--- config.mk ---
export PLATFORM = sky130hd
export DESIGN_NAME = nearest_neighbor_point_orderer_unit_flat
export DESIGN_NICKNAME = d
export VERILOG_FILES = /design/src/rtl/nnpo_pkg.sv /design/src/rtl/nnpo_if.sv /design/src/rtl/nnpo_dist.sv /design/src/rtl/nearest_neighbor_point_orderer_unit.sv /design/src/flat_wrapper.sv
export SDC_FILE = /design/constraint.sdc
export NUM_CORES = 2
export LEC_CHECK = 0
export ABC_AREA = 1
export BUFFER_PORTS_ARGS = -buffer_cell sky130_fd_sc_hd__buf_2
export CAP_MARGIN = 30
export CORE_UTILIZATION = 30
export DETAILED_ROUTE_END_ITERATION = 8
export GPL_TIMING_DRIVEN = 0
export PLACE_DENSITY = 0.52
export SLEW_MARGIN = 5
export SYNTH_ARGS = -nofsm -noshare
export SYNTH_HDL_FRONTEND = slang
export SYNTH_SLANG_ARGS = --single-unit
--- constraint.sdc ---
create_clock -name clk -period 7.6 [get_ports clk]
set_input_delay 1.52 -clock clk [delete_from_list [all_inputs] [get_ports clk]]
set_output_delay 1.52 -clock clk [all_outputs]
set_load 0.1 [all_outputs]
--- src/rtl/nnpo_pkg.sv ---
package nnpo_pkg;
  localparam int COORD_W = 16;
  localparam int DIST_W  = 33;
  localparam logic [15:0] CUT_MIN = 16'd2;

  typedef struct packed {
    logic signed [COORD_W-1:0] point_x;
    logic signed [COORD_W-1:0] point_y;
    logic                      last_point;
  } in_beat_t;

  typedef struct packed {
    logic signed [COORD_W-1:0] out_x;
    logic signed [COORD_W-1:0] out_y;
    logic                      out_last;
    logic                      overflowed;
  } out_beat_t;
endpackage

--- src/rtl/nnpo_if.sv ---
interface nnpo_in_if;
  import nnpo_pkg::*;
  logic     valid;
  logic     ready;
  in_beat_t data;
  modport source (output valid, output data, input ready);
  modport sink (input valid, input data, output ready);
endinterface

interface nnpo_out_if;
  import nnpo_pkg::*;
  logic      valid;
  logic      ready;
  out_beat_t data;
  modport source (output valid, output data, input ready);
  modport sink (input valid, input data, output ready);
endinterface

--- src/rtl/nnpo_dist.sv ---
module nnpo_dist (
  input  logic                            clk,
  input  logic signed [nnpo_pkg::COORD_W-1:0] ax,
  input  logic signed [nnpo_pkg::COORD_W-1:0] ay,
  input  logic signed [nnpo_pkg::COORD_W-1:0] bx,
  input  logic signed [nnpo_pkg::COORD_W-1:0] by,
  output logic [nnpo_pkg::DIST_W-1:0]         sq_d
);
  import nnpo_pkg::*;
  logic signed [COORD_W:0] dx, dy;
  logic [COORD_W:0] adx, ady;
  logic [2*COORD_W+1:0] sx_r, sy_r;

  always_comb begin
    dx = {ax[COORD_W-1], ax} - {bx[COORD_W-1], bx};
    dy = {ay[COORD_W-1], ay} - {by[COORD_W-1], by};
    adx = dx[COORD_W] ? $unsigned(-dx) : $unsigned(dx);
    ady = dy[COORD_W] ? $unsigned(-dy) : $unsigned(dy);
  end

  // one square per operand, registered before the add
  always_ff @(posedge clk) begin
    sx_r <= adx * adx;
    sy_r <= ady * ady;
  end

  assign sq_d = DIST_W'(sx_r[2*COORD_W-1:0]) + DIST_W'(sy_r[2*COORD_W-1:0]);
endmodule

--- src/rtl/nearest_neighbor_point_orderer_unit.sv ---
// channel | dir | payload                               | handshake
// in_     | in  | point_x, point_y, last_point          | valid/ready
// out_    | out | out_x, out_y, out_last, overflowed    | valid/ready
// cfg_    | in  | jump limit                            | write enable
// loading takes one cycle a point; the set closes on last_point and input ready drops.
// ordering, per step i: setup, a scan of points i+1..n-1 (one read and compare a cycle),
// a drain of the compare pipeline, then the jump-limit cutoff or a swap in S_SW0..S_SW2.
// emission goes through S_EMIT, S_EMIT_W and S_OUT a beat; a held-off beat stalls in place.
// reset clears the point counter, overflow flag and jump limit, not the point memory.
module nearest_neighbor_point_orderer_unit #(
  parameter int MAX_POINTS = 64
) (
  input  logic clk,
  input  logic rst_n,
  nnpo_in_if.sink    in_ch,
  nnpo_out_if.source out_ch,
  input  logic        cfg_we,
  input  logic [15:0] cfg_wdata
);
  import nnpo_pkg::*;
  localparam int AW = $clog2(MAX_POINTS);
  localparam int CW = $clog2(MAX_POINTS + 1);

  typedef enum logic [3:0] {
    S_LOAD, S_CUR, S_CUR_W, S_SCAN, S_DRAIN, S_SW0, S_SW1, S_SW2, S_EMIT, S_EMIT_W, S_OUT
  } state_t;

  state_t state_r;
  logic [CW-1:0] cnt_r, n_r;
  logic ovf_r;
  logic [15:0] jump_lim_r;
  logic [AW-1:0] i_r, k_r, best_r, rd_addr;
  logic [CW-1:0] kk_r;
  logic signed [COORD_W-1:0] mem_x [MAX_POINTS];
  logic signed [COORD_W-1:0] mem_y [MAX_POINTS];
  logic signed [COORD_W-1:0] rx_r, ry_r, cx_r, cy_r;
  logic [DIST_W-1:0] sq_d, dmin_r;
  logic first_r;
  logic [2:0] vpipe_r;
  logic [AW-1:0] kp1_r, kp2_r;
  logic we;
  logic [AW-1:0] wa;
  logic signed [COORD_W-1:0] wx, wy;
  out_beat_t obuf_r;
  logic oval_r;
  logic [31:0] limit;

  assign limit = jump_lim_r * jump_lim_r;
  nnpo_dist u_dist (.clk(clk), .ax(cx_r), .ay(cy_r), .bx(rx_r), .by(ry_r), .sq_d(sq_d));

  always_ff @(posedge clk) begin
    if (we) begin
      mem_x[wa] <= wx;
      mem_y[wa] <= wy;
    end
    rx_r <= mem_x[rd_addr];
    ry_r <= mem_y[rd_addr];
  end

  assign in_ch.ready = (state_r == S_LOAD);
  assign out_ch.valid = oval_r;
  assign out_ch.data = obuf_r;

  always_comb begin
    we = 1'b0; wa = cnt_r[AW-1:0]; wx = in_ch.data.point_x; wy = in_ch.data.point_y;
    rd_addr = k_r;
    case (state_r)
      S_LOAD: we = in_ch.valid && (cnt_r < CW'(MAX_POINTS));
      S_CUR:  rd_addr = i_r;
      // read best while its slot takes the old point i+1
      S_SW1:  begin rd_addr = best_r; we = 1'b1; wa = best_r; wx = rx_r; wy = ry_r; end
      S_SW2:  begin we = 1'b1; wa = AW'(i_r + 1'b1); wx = rx_r; wy = ry_r; end
      default: ;
    endcase
  end

  always_ff @(posedge clk) begin
    if (!rst_n) begin
      state_r <= S_LOAD; cnt_r <= '0; ovf_r <= 1'b0; jump_lim_r <= '0;
      oval_r <= 1'b0; vpipe_r <= '0;
    end else begin
      if (cfg_we) jump_lim_r <= cfg_wdata;
      vpipe_r <= {vpipe_r[1:0], state_r == S_SCAN};
      kp1_r <= k_r; kp2_r <= kp1_r;
      case (state_r)
        S_LOAD: if (in_ch.valid) begin
          if (cnt_r < CW'(MAX_POINTS)) cnt_r <= cnt_r + 1'b1;
          else ovf_r <= 1'b1;
          if (in_ch.data.last_point) begin
            n_r <= (cnt_r < CW'(MAX_POINTS)) ? cnt_r + 1'b1 : cnt_r;
            i_r <= '0;
            state_r <= S_CUR;
          end
        end
        S_CUR: begin
          if (CW'(i_r) + 1'b1 >= n_r) begin
            k_r <= '0; state_r <= S_EMIT;
          end else begin
            state_r <= S_CUR_W;
          end
        end
        S_CUR_W: begin
          cx_r <= rx_r; cy_r <= ry_r;
          k_r <= AW'(i_r + 1'b1); kk_r <= CW'(i_r) + 1'b1;
          first_r <= 1'b1; state_r <= S_SCAN;
        end
        S_SCAN: begin
          k_r <= k_r + 1'b1; kk_r <= kk_r + 1'b1;
          if (kk_r + 1'b1 >= n_r) state_r <= S_DRAIN;
        end
        S_DRAIN: if (vpipe_r[2:1] == 2'b00 && !vpipe_r[0]) begin
          if (jump_lim_r >= CUT_MIN && dmin_r > DIST_W'(limit)) begin
            n_r <= CW'(i_r) + 1'b1; k_r <= '0; state_r <= S_EMIT;
          end else begin
            k_r <= AW'(i_r + 1'b1); state_r <= S_SW0;
          end
        end
        S_SW0: state_r <= S_SW1;  // rd i+1 (k_r) now, best next
        S_SW1: state_r <= S_SW2;
        S_SW2: begin i_r <= i_r + 1'b1; state_r <= S_CUR; end
        S_EMIT: state_r <= S_EMIT_W;
        S_EMIT_W: begin
          obuf_r.out_x <= rx_r; obuf_r.out_y <= ry_r;
          obuf_r.out_last <= (CW'(k_r) + 1'b1 == n_r);
          obuf_r.overflowed <= ovf_r;
          oval_r <= 1'b1; state_r <= S_OUT;
        end
        S_OUT: if (out_ch.ready) begin
          oval_r <= 1'b0;
          if (obuf_r.out_last) begin
            cnt_r <= '0; ovf_r <= 1'b0; state_r <= S_LOAD;
          end else begin
            k_r <= k_r + 1'b1; state_r <= S_EMIT;
          end
        end
        default: state_r <= S_LOAD;
      endcase
      // distance for index kp2 is valid when vpipe[1] set (read + square stage)
      if (vpipe_r[1]) begin
        if (first_r || sq_d < dmin_r) begin
          dmin_r <= sq_d; best_r <= kp2_r;
        end
        first_r <= 1'b0;
      end
    end
  end
endmodule

--- src/flat_wrapper.sv ---
// flat-port wrapper written by rule: the top's interface ports become plain ports
module nearest_neighbor_point_orderer_unit_flat import nnpo_pkg::*;
#(
  parameter int MAX_POINTS = 64
)
  (clk, rst_n, cfg_we, cfg_wdata, in_ch_valid, in_ch_data, in_ch_ready, out_ch_valid, out_ch_data, out_ch_ready);
  nnpo_in_if in_ch_i ();
  nnpo_out_if out_ch_i ();
  input  logic clk;
  input  logic rst_n;
  input  logic cfg_we;
  input  logic [15:0] cfg_wdata;
  input wire logic [$bits(in_ch_i.valid)-1:0] in_ch_valid;
  input wire logic [$bits(in_ch_i.data)-1:0] in_ch_data;
  output wire logic [$bits(in_ch_i.ready)-1:0] in_ch_ready;
  output wire logic [$bits(out_ch_i.valid)-1:0] out_ch_valid;
  output wire logic [$bits(out_ch_i.data)-1:0] out_ch_data;
  input wire logic [$bits(out_ch_i.ready)-1:0] out_ch_ready;
  assign in_ch_i.valid = in_ch_valid;
  assign in_ch_i.data = in_ch_data;
  assign in_ch_ready = in_ch_i.ready;
  assign out_ch_valid = out_ch_i.valid;
  assign out_ch_data = out_ch_i.data;
  assign out_ch_i.ready = out_ch_ready;
  nearest_neighbor_point_orderer_unit #(.MAX_POINTS(MAX_POINTS)) u_core (.clk(clk), .rst_n(rst_n), .in_ch(in_ch_i), .out_ch(out_ch_i), .cfg_we(cfg_we), .cfg_wdata(cfg_wdata));
endmodule
Word-level counts from Yosys, hierarchy flattened
Memories as Yosys holds them, arrays and structs flattened. A register that Yosys moved wholly into a read port is not among the register bits. Cells that the tools add are included.

Add/subtract/negate cells: 11. Magnitude comparators: 6. Reductions and logical operators: 27. Equal/unequal tests: 21. $mul: 3. Mux-type cells: 46.

Operators by type and width (number): multiplier 17 x 17 -> 32 bit (2); two-way mux 7 bit (8); one-hot mux 4 bit (11 select lines) (1); two-way mux 6 bit (7); one-hot mux 7 bit (2 select lines) (3); one-hot mux 6 bit (2 select lines) (3); two-way mux 17 bit (2); negator 17 bit (2); subtractor 16 x 16 -> 17 bit (2); adder 32 x 32 -> 33 bit (1); > comparator 33 x 32 -> 1 bit (1); < comparator 33 bit (1); multiplier 16 x 16 -> 32 bit (1); two-way mux 16 bit (2); two-way mux 4 bit (8); one-hot mux 6 bit (5 select lines) (1); == test 4 x 3 -> 1 bit, second input constant (4); >= comparator 16 x 2 -> 1 bit, second input constant (1); adder 6 x 1 -> 7 bit, second input constant (2); adder 7 x 1 -> 7 bit, second input constant (2); >= comparator 7 bit (2); adder 6 x 1 -> 6 bit, second input constant (2); == test 4 bit, second input constant (3); != test 2 bit, second input constant (6); other kinds (20) (47).

Input bits: 54. RAM bits: 2048. Output and inout bits: 36. Logic and storage cells: 139. Memories: 2. Bits in registers: 240.

Memory list: u_core.mem_x (words 64, bits a word 16, read ports 1, clocked after Yosys merged registers in 1, write ports 1, RTL line nearest_neighbor_point_orderer_unit.sv:34) `logic signed [COORD_W-1:0] mem_x [MAX_POINTS];`; u_core.mem_y (words 64, bits a word 16, read ports 1, clocked after Yosys merged registers in 1, write ports 1, RTL line nearest_neighbor_point_orderer_unit.sv:35) `logic signed [COORD_W-1:0] mem_y [MAX_POINTS];`.

Logic depth before layout (Yosys ltp)
Word-level depth: 6. Mapped depth: 45. Depth with buffers taken out: 45.

By module
From an unflattened synthesis, not the netlist that was laid out.

Cell total of the unflattened synthesis: 12650. Area, all modules: 128504.5 µm².

By module, submodules not included: nearest_neighbor_point_orderer_unit (instances 1, area an instance 106803.7 µm², sequential area each 67104.4 µm², cells each 9863); nnpo_dist (instances 1, area an instance 21700.8 µm², sequential area each 1241.2 µm², cells each 2787).

Worst setup path before layout
No wires, ideal clock.

Kind: flip-flop to flip-flop. From: register u_core.jump_lim_r[4]. To: register u_core.n_r[0], enable pin. Slack: -115 ps. Cell stages (with the launch flop): 36. Required time: 7227 ps. Buffers on the path: 2. Arrival: 7342 ps. Library setup time: 373 ps. Period minus slack after synthesis: 7715 ps. Cell sequence: dfxtp_1 > clkbuf_1 > clkbuf_1 > nand2_1 > fa_1 > inv_1 > fa_1 > ha_1 > fa_1 > inv_1 > fa_1 > inv_1 > fa_1 > ha_1 > inv_1 > nor3_1 > nand2_1 > nand2_1 > a21boi_0 > o21ai_0 > a21oi_1 > o21ai_0 > nand2_1 > inv_1 > nor2_1 > nand2_1 > nand2_1 > ha_1 > nand3_1 > nor2_1 > nand3_1 > nor3_1 > or3b_2 > nand3_1 > nand3_1 > a21oi_1.

Cells in the longest elaborated chain, start to end: 5. Elaborated cells between the ends (all ways): 6. Those cells by class: 1 x mul; 2 x order compare; 1 x eq/ne; 2 x reduce/logical.

Ends and longest elaborated chain: start: declaration (RTL line nearest_neighbor_point_orderer_unit.sv:31) `logic [15:0] jump_lim_r;`; start signal: assignment (RTL line nearest_neighbor_point_orderer_unit.sv:82) `if (cfg_we) jump_lim_r <= cfg_wdata;`; multiplier 16 x 16 -> 32 bit (RTL line nearest_neighbor_point_orderer_unit.sv:48) `assign limit = jump_lim_r * jump_lim_r;`; > comparator 33 x 32 -> 1 bit (RTL line nearest_neighbor_point_orderer_unit.sv:112) `if (jump_lim_r >= CUT_MIN && dmin_r > DIST_W'(limit)) begin`; logical AND 1 bit (*) (RTL line nearest_neighbor_point_orderer_unit.sv:112); != test 2 x 1 -> 1 bit (no source line) (*); AND reduction 6 bit (no source line) (*); end signal: assignment (RTL line nearest_neighbor_point_orderer_unit.sv:90) `n_r <= (cnt_r < CW'(MAX_POINTS)) ? cnt_r + 1'b1 : cnt_r;`; end: declaration (RTL line nearest_neighbor_point_orderer_unit.sv:29) `logic [CW-1:0] cnt_r, n_r;`.

Mark *: on every way between the ends. The rest lies on a longest branch, timed or not. A chain may end at the register's enable or synchronous reset.

Worst setup path after layout
From: register u_core.jump_lim_r[4]. To: register u_core.n_r[5], enable pin.

The elaborated chain is that of the path after synthesis.

==> impl_metrics.py <==
metrics = {
    "run_status": {
        "status": "complete, no violations",
    },
    "critical_path": {
        "worst_ep_required_time_ns": 8.11,
        "critPathKind": "flop to flop",
        "path_common_cell": "fa_1",
        "end_kind": "flop",
        "crit_fanout": 7,
        "setup.worst_path.start": "u_core.jump_lim_r[4]$_SDFFE_PN0P_",
        "reg2reg_slack_ns": 0.07,
        "r2r_start": "u_core.jump_lim_r[4]$_SDFFE_PN0P_",
        "crit_arrival_ns": 8.05,
        "critical_path.max_stage_delay_ns": 0.59,
        "slowest_stage": "fa_1",
        "cp-start-kind": "flop",
    },
    "logic_synthesis": {
        "synthDistinctLibCells": 57,
        "syn_area_sq_um": 120000,
        "synth-seq-cells": 2318,
        "postSynthAreaPerCell_sq_um": 11.0,
        "ys_seq_area_frac": 0.567,
        "synth_top_area_cell": "edfxtp_1",
        "synth_flop_cell": "edfxtp_1",
        "yosysWarnings": 0,
        "ys_top_cells_by_area": "edfxtp_1 55%, fa_1 9.0%, inv_1 5.0%",
        "synth_top_area_frac": 0.546,
        "synth_edf_count": 2192,
        "ys_async_sr_fraction": 0,
        "synth_cells": 11000,
    },
    "timing": {
        "fin_crit_sh": 0.991,
        "slew_viol_final": 0,
        "fmax_mhz": 133,
        "worst_pin_slew_ns": 1.21,
        "slew_headroom": 0.196,
        "fin_crit_ns": 7.53,
        "fin_skew_ns": 0.128,
        "finalSetupViolCount": 0,
        "rsz0062_at_grt": "yes",
        "hold_violations": 0,
    },
    "die": {
        "initial_core_util": 0.302,
        "placementRows": 232,
        "num_io_pins": 90,
        "chipHeight_um": 636,
        "die_w_um": 636,
        "die_area_sq_um": 404000,
        "coreArea_sq_um": 399000,
    },
    "finish": {
        "area_delta_synth_final_pct": 19.8,
        "fin_util": 0.361,
        "seq_area_sq_um": 68500,
        "multi_input_area_sq_um": 47100,
        "drive_gt1_frac": 0.148,
        "final_nets": 12700,
        "fill_cells": 39300,
    },
    "routing": {
        "num_vias": 85700,
        "drtIter0Drc": 8797,
        "wl_per_cell_um": 24.1,
        "dr.pass1.iters": 6,
        "via_per_inst": 4.99,
        "drt_wl_total_mm": 414,
        "drc_errors": 0,
        "ant_nets": 0,
    },
    "clock_tree": {
        "cts_tree": "built",
        "root_buffer": "clkbuf_16",
        "htreeDepth": 4,
        "cts_buffers": 246,
        "cts-hold-fix-buffers": 0,
        "clockBufferDepth": 4,
        "clk_transition_reported_paths_ns": 0.06,
        "insertion_delay_ns": 0.96,
        "clock_sinks": 2318,
    },
    "placed_design": {
        "place.gp.congestion": 0.998,
        "hpwl_mm": 306,
        "io_buffer_count": 89,
    },
    "global_routing": {
        "grt_pass1_vias": 82700,
        "antenna_found_initial": 33,
        "grt_pass1_wl_mm": 586,
        "grt-ovfl-total": 0,
        "grt_start_max_net_pins": 65,
        "grt_use_total": 0.198,
    },
    "job": {
        "maxCapViolCount": 0,
    },
    "min_path": {
        "hp-class": "flop to flop",
        "min_from": "u_core.kp1_r[1]$_DFFE_PP_",
    },
}
[stage by stage]
| step | setup WS, ns | TNS [ns] | hold slack [ns] | cell area, sq um | instances |
|---|---|---|---|---|---|
| after floorplan | 0.0292 | 0 | 0.400 | 121000 | 11000 |
| after global placement | -5.32 | -6033.79 | 0.401 | 128000 | 16300 |
| after detailed placement | -2.05 | -75.77 | 0.405 | 132000 | 16500 |
| after CTS | 0.000597 | 0 | 0.417 | 142000 | 17000 |
| after global routing | -0.236 | -3.15 | 0.421 | 144000 | 17100 |
| final | 0.0661 | 0 | 0.411 | 144000 | 17200 |
[final cells by class]
class	instances	area share
multi-input combinational	6515	0.326
clock inverter	131	0.00895
clock buffer	314	0.0457
sequential	2318	0.474
tap	5265	0.0456
inverter	1623	0.0430
buffer	506	0.0185
timing repair buffer	467	0.0372
antenna	15	0.000260
[logic make-up (layout without fill, tap and decap cells)]
| kind of cell | count (synthesis) | after routing | share of synthesized area |
|---|---|---|---|
| AO/OA/AOI/OAI | 1717 | 1717 | 0.0876 |
| XOR/XNOR | 167 | 167 | 0.0125 |
| adder cells (fa/ha/maj) | 988 | 988 | 0.136 |
| buffers and inverters | 2139 | 3041 | 0.0694 |
| flip-flops | 2318 | 2318 | 0.567 |
| other | 2 | 37 | 0.0000623 |
| AND/OR/NAND/NOR | 3621 | 3621 | 0.127 |
[worst max-delay path: cells and delay by family, from the launching register on]
kind / cells / cell delay (ns)
AND/OR/NAND/NOR: 11 / 1.54
buffers and inverters: 8 / 0.88
AO/OA/AOI/OAI: 4 / 0.69
adder cells (fa/ha/maj): 8 / 3.62
XOR/XNOR: 1 / 0.13
flip-flops: 1 / 0.35
[Yosys cell counts, types with 5 or more instances]
cell,count
a21o_1,11
a21oi_1,259
a31o_2,5
a31oi_1,5
buf_1,29
buf_2,229
buf_4,12
clkbuf_1,246
clkinv_1,5
dfxtp_1,126
edfxtp_1,2192
fa_1,543
ha_1,445
inv_1,1606
inv_2,11
nand2_1,1268
nand3_1,919
nand3b_1,6
nand4_1,47
nor2_1,1215
nor3_1,30
nor4_1,22
o2111ai_1,5
o211ai_1,688
o21a_1,7
o21ai_0,678
o21ai_1,10
o21bai_1,16
or2_0,55
or2_2,46
xnor2_1,48
xor2_1,114
[flip-flops by register name, indices dropped and copies added, names as in the netlist, 7 cells and up]
signal	cells
u_core.jump_lim_r	16
u_core.dmin_r	33
u_core.cnt_r	7
u_core.mem_y	1024
u_core.kk_r	7
u_core.mem_x	1024
u_core.out_ch.data	34
u_core.rx_r	16
u_core.n_r	7
u_core.u_dist.sx_r	31
u_core.u_dist.sy_r	31
u_core.cx_r	16
u_core.ry_r	16
u_core.cy_r	16
[what timing repair did]
action,in CTS,in global routing
endpoints found under the setup margin,60,51
buffers inserted,98,126
gates cloned,0,5
endpoints found under the hold margin,0,0
pin swaps,68,176
gates resized for setup,411,440
[metal layers]
metal,share of wire,track usage,vias up
li1,-,-,38900
met1,0.42,0.271,42900
met2,0.46,0.316,3210
met3,0.078,0.0327,627
met4,0.041,0.0728,10
met5,0.00016,0,-
[placed cells by master, fill, tap and decap left out, drive strengths merged, types with 5 or more instances in the layout]
cell	instances
a21o	11
a21oi	261
a31o	5
a31oi	5
buf	748
bufinv	24
clkbuf	539
clkinv	99
clkinvlp	25
conb	22
dfxtp	126
diode	15
edfxtp	2192
fa	543
ha	445
inv	1606
nand2	1272
nand3	919
nand3b	6
nand4	47
nor2	1218
nor3	30
nor4	22
o2111ai	5
o211ai	688
o21a	7
o21ai	691
o21bai	16
or2	101
xnor2	48
xor2	119
[final timing paths]
path	to	cells after the start
hold / removal	u_core.kp2_r[1]$_DFFE_PP_	0
hold reg to reg	u_core.kp2_r[1]$_DFFE_PP_	0
setup / recovery	u_core.n_r[5]$_DFFE_PP_	32
setup reg to reg	u_core.n_r[5]$_DFFE_PP_	32
Power is left out: the tool's default activity adds up to more than one toggle a clock period on the data nets, which glitch-free logic cannot reach.
